$ cat config.mk
export PLATFORM = sky130hd
export DESIGN_NAME = bfiq_ctrl
export DESIGN_NICKNAME = d
export VERILOG_FILES = /design/src/design/bfiq_pkg.sv /design/src/design/bfiq_ctrl.sv
export SDC_FILE = /design/constraint.sdc
export NUM_CORES = 1
export LEC_CHECK = 0
export BUFFER_PORTS_ARGS = -buffer_cell sky130_fd_sc_hd__buf_2
export CAP_MARGIN = 20
export CORE_MARGIN = 2
export CORE_UTILIZATION = 35
export DETAILED_ROUTE_END_ITERATION = 7
export PLACE_DENSITY = 0.62
export SYNTH_ARGS = -nofsm -noshare
export SYNTH_HDL_FRONTEND = slang
export SYNTH_SLANG_ARGS = --single-unit
$ cat constraint.sdc
create_clock -name clk_i -period 2 [get_ports clk_i]
set_input_delay 0.1 -clock clk_i [delete_from_list [all_inputs] [get_ports clk_i]]
set_output_delay 0.1 -clock clk_i [all_outputs]
set_load 0.005 [all_outputs]
$ cat src/design/bfiq_pkg.sv
// Package with shared types and constants for the Bloom filter core.
package bfiq_pkg;

  localparam int unsigned StoreBits  = 65536;
  localparam int unsigned AddrW      = $clog2(StoreBits);
  localparam int unsigned MaxHashes  = 6;
  localparam int unsigned HashIdxW   = 3;
  localparam int unsigned HashW      = 64;
  localparam int unsigned CfgIdxW    = 3;
  localparam int unsigned CfgDataW   = 20;
  localparam int unsigned BitCountW  = 17;
  localparam int unsigned SeedW      = 20;
  localparam int unsigned CountW     = 32;

  localparam logic [CfgIdxW-1:0] RegBitCount  = 3'd0;
  localparam logic [CfgIdxW-1:0] RegHashCount = 3'd1;
  localparam logic [CfgIdxW-1:0] RegSeedZero  = 3'd2;

  // Payload of one input beat: one byte of an element string.
  typedef struct packed {
    logic       func;
    logic [7:0] char_byte;
    logic       last_byte;
  } bfiq_in_t;

  // Payload of one result beat.
  typedef struct packed {
    logic              maybe_present;
    logic              was_query;
    logic [CountW-1:0] added_count;
  } bfiq_out_t;

  // Commands from the controller to the datapath.
  typedef struct packed {
    logic             clr_en;     // write zero at clr address
    logic             byte_en;    // update running hashes with in byte
    logic             load_seeds; // first byte of a string
    logic             mod_start;  // start reducing hash index sel
    logic [HashIdxW-1:0] sel;
    logic             rd_en;      // read store at reduced position
    logic             wr_en;      // set store bit at reduced position
    logic             chk_en;     // fold read bit into all-set flag
    logic             res_init;   // clear all-set flag
    logic             cnt_inc;    // count an add
  } bfiq_cmd_t;

  typedef struct packed {
    logic mod_done;
    logic clr_last;
  } bfiq_sts_t;

endpackage

$ cat src/design/bfiq_ctrl.sv
// Controller state machine sequencing clear, byte and final reduction steps.
module bfiq_ctrl (
  input  logic                clk_i,
  input  logic                rst_ni,
  input  logic                in_valid_i,
  input  logic                in_last_i,
  input  logic                in_func_i,
  output logic                in_ready_o,
  output logic                out_valid_o,
  input  logic                out_ready_i,
  output logic                out_query_o,
  input  logic [2:0]          k_i,
  output bfiq_pkg::bfiq_cmd_t cmd_o,
  input  bfiq_pkg::bfiq_sts_t sts_i
);
  typedef enum logic [6:0] {
    StClear = 7'b0000001,
    StIdle  = 7'b0000010,
    StMod   = 7'b0000100,
    StMem   = 7'b0001000,
    StChk   = 7'b0010000,
    StOut   = 7'b0100000,
    StLoad  = 7'b1000000
  } state_e;

  state_e state_q, state_d;
  logic   in_str_q, in_str_d;
  logic   query_q, query_d;
  logic [bfiq_pkg::HashIdxW-1:0] sel_q, sel_d;
  logic   take;

  assign in_ready_o  = (state_q == StIdle);
  assign take        = in_valid_i && in_ready_o;
  assign out_valid_o = (state_q == StOut);
  assign out_query_o = query_q;

  always_comb begin
    state_d  = state_q;
    in_str_d = in_str_q;
    query_d  = query_q;
    sel_d    = sel_q;
    cmd_o    = '0;
    cmd_o.sel = sel_q;
    unique case (state_q)
      StClear: begin
        cmd_o.clr_en = 1'b1;
        if (sts_i.clr_last) state_d = StIdle;
      end
      StIdle: begin
        if (take) begin
          cmd_o.byte_en    = 1'b1;
          cmd_o.load_seeds = !in_str_q;
          in_str_d = !in_last_i;
          if (in_last_i) begin
            query_d = in_func_i;
            sel_d   = '0;
            cmd_o.res_init = 1'b1;
            state_d = StLoad;
          end
        end
      end
      // The hashes settle with the final byte; reduction starts in the following cycle.
      StLoad: state_d = StMod;
      StMod: begin
        // Start is issued on entry; wait for the remainder.
        if (sts_i.mod_done) begin
          cmd_o.rd_en = query_q;
          cmd_o.wr_en = !query_q;
          state_d = StMem;
        end
      end
      StMem: begin
        cmd_o.chk_en = query_q;
        if (sel_q == k_i - 3'd1) begin
          cmd_o.cnt_inc = !query_q;
          state_d = StChk;
        end else begin
          sel_d = sel_q + 3'd1;
          state_d = StMod;
        end
      end
      StChk: state_d = StOut;
      StOut: if (out_ready_i) state_d = StIdle;
      default: state_d = StIdle;
    endcase
    // Kick the modulo unit whenever we enter the reduction state.
    if (state_d == StMod && state_q != StMod) begin
      cmd_o.mod_start = 1'b1;
      cmd_o.sel = sel_d;
    end
  end

  always_ff @(posedge clk_i or negedge rst_ni) begin
    if (!rst_ni) begin
      state_q  <= StClear;
      in_str_q <= 1'b0;
      query_q  <= 1'b0;
      sel_q    <= '0;
    end else begin
      state_q  <= state_d;
      in_str_q <= in_str_d;
      query_q  <= query_d;
      sel_q    <= sel_d;
    end
  end

  assert property (@(posedge clk_i) disable iff (!rst_ni)
    (state_q == StOut && !out_ready_i) |=> state_q == StOut)
    else $error("result dropped");
  assert property (@(posedge clk_i) disable iff (!rst_ni)
    cmd_o.wr_en |-> !query_q)
    else $error("query wrote the store");
  assert property (@(posedge clk_i) disable iff (!rst_ni)
    (state_q == StMem) |-> (sel_q < k_i))
    else $error("hash index out of range");
endmodule

==> reports/qor.csv <==
metric,value,unit
yosys_register_bits,12,
finClkSkew,0.00122,ns
p_switching,0.370,mW
layout_commonest_cell,buf_2,
first_global_vias,819,
grt_pass1_wl,3660,um
ys.flop_type,dfrtp_1,
synthesis.area,937,um^2
internal_power,0.588,mW
worstMarginPinSlew,0.438,ns
combPwrFrac,0.412,
fin_util,0.482,
drt_drc_violations_left,0,
timing.rr.start,state_q[2],
synth_cell_types,41,
synth-seq-area-share,0.322,
worst_setup_path_start_kind,flop,
die_h,55.7,um
synthesis.nets,113,
nNetsFinal,146,
die_w,55.7,um
hold_violations,0,
holdPathStages,2,
critPathCaptureType,output pin,
core-area,0.00250,mm^2
cts.path.max_buffers,2,
cts_max_level,1,
status,"finished, violations left",
p_total,0.958,mW
rows,18,
reg2reg_depth,4,
async_reset_ff_frac,1.00,
reg2reg_to,out_query_o,
die-area,0.00311,mm^2
dr_total_vias,867,
post-place-ws,0.148,ns
hp-start,in_last_i,
nFillCells,245,
routed_wl,2190,um
root_buffer,clkbuf_4,
path_clk_slew,0.09,ns
start_util,0.375,
overflow,0,
dpl.hpwl,1550,um
grt_max_degree,15,
grt_use_total,0.146,
drt-initial-drc-count,12,
setup_slack,-0.116,ns
whs_endpoint,in_str_q,
antenna_cells,0,
cts.sinks,12,
fmax,472,MHz
cts_tree,built,
avgRoutedWirePerCell,13.5,um
drtPass1Iterations,4,
power_leakage,0.589,nW
p_per_area,794,mW/mm^2
drv_cap,0,
clockPowerShare,0.214,
viasPerCell,5.35,
port_buffers,25,
most-common-layout-cells,"25 x buf_2, 11 x dfrtp_1, 9 x nor2_1",
swShare,0.386,
ir_drop,593,uV
reg2reg_slack,0.07,ns
setup_tns,-0.349,ns
crit_type,reg2out,
cp_max_fo,6,
synthToLayoutAreaGrowth,28.7,%
crit_arrival,2.02,ns
grt_antenna_before_repair,0,
pin_count,26,
clock_latency,0.28,ns
gp_congestion,0.755,
avgSynthCellArea,9.37,um^2
rsz0062_at_grt,true,
min_period_over_period,1.06,
slew_headroom,0.706,
setup_violations,5,
antenna_left,0,
violations,setup timing,
fin_crit,2.12,ns
cp_data_required_time,1.90,ns
p_seq_frac,0.374,
yosys_warnings,0,
drive_gt1_frac,0.371,
drv_slew,0,
numCtsBuffers,3,
synth-edff-count,0,
synth_cells,100,
hp-class,in2reg,
==> layout make-up <==
| class | count | area, um^2 | share of cell area |
|---|---|---|---|
| well taps | 30 | 37.5 | 0.0311 |
| inverters | 6 | 22.5 | 0.0187 |
| multi-input cells | 75 | 599 | 0.497 |
| flip-flops and latches | 12 | 302 | 0.250 |
| repair buffers | 35 | 209 | 0.173 |
| clock buffers | 4 | 36.3 | 0.0301 |
==> flip-flops by register name, indices dropped and copies added (netlist names) <==
name and cells:
state_q 7, sel_q 3, in_str_q 1, out_query_o 1
==> per-stage QoR <==
stage,instances,hold slack (ns),instance area [um^2]
after floorplan,100,-0.196,937
after global placement,152,0.00263,1080
after detailed placement,152,0.00285,1080
after CTS,161,0.0273,1180
after global routing,162,0.0298,1210
final,162,0.0239,1210
==> per-layer routing <==
layer	wire length (um)	share of wire	GRT usage
met5	0	0	0
met1	1020	0.47	0.193
met4	30	0.014	0.0418
met2	1000	0.46	0.236
met3	132	0.060	0.0326
==> synthesized netlist by cell type (2+ instances only) <==
master	count	area, um^2
a21boi_0	2	15.0
and2_1	3	18.8
and3_1	4	25.0
and4_1	2	17.5
buf_6	3	33.8
clkbuf_1	3	11.3
dfrtp_1	11	275
ha_1	2	25.0
inv_1	6	22.5
mux2i_1	3	30.0
nand2_1	4	15.0
nand2b_1	5	31.3
nand3_1	2	10.0
nand4b_1	3	26.3
nor2_1	9	33.8
nor2b_1	3	18.8
nor3_1	4	20.0
nor4_1	2	12.5
nor4b_1	2	17.5
o22ai_1	2	12.5
xnor2_1	5	43.8
==> critical path, stage by stage (launching register included) <==
cell and delay, ns:
dfrtp_1 0.39, or4_4 0.59, nor3_4 0.29, buf_6 0.15, nand2b_4 0.07, xnor2_1 0.13
buf_2 0.13
==> cell families after synthesis <==
logic type | after synthesis | share of synthesized area
AND/OR/NAND/NOR | 48 | 0.330
AO/OA/AOI/OAI | 14 | 0.119
buffers and inverters | 13 | 0.0774
flip-flops | 12 | 0.322
XOR/XNOR | 7 | 0.0814
multiplexers | 4 | 0.0441
adder cells (fa/ha/maj) | 2 | 0.0267
==> repair_timing <==
item	4_1_cts	5_1_grt
endpoints found under the hold margin	13	0
pin swaps	2	3
endpoints found under the setup margin	6	10
gates resized for setup	4	4
hold buffers	2	0
setup buffers	3	1
==> power groups by stage <==
stage                     clock network [mW]  logic [mW]  registers, mW
after floorplan                            0       0.281          0.325
after global placement                     0       0.351          0.352
after detailed placement                   0       0.358          0.355
after CTS                              0.208       0.390          0.351
after global routing                   0.221       0.438          0.369
final                                  0.205       0.395          0.358
==> worst max path at each step <==
stage	from	to	slack (ns)
after floorplan	state_q[4]	out_query_o	0.15
after global placement	state_q[2]	cmd_o[5]	0.16
after detailed placement	sel_q[2]	cmd_o[5]	0.15
after CTS	state_q[6]	cmd_o[0]	-0.07
after global routing	state_q[2]	cmd_o[5]	-0.19
final	state_q[2]	cmd_o[5]	-0.12
No activity file was read; power rests on OpenSTA's default activity.
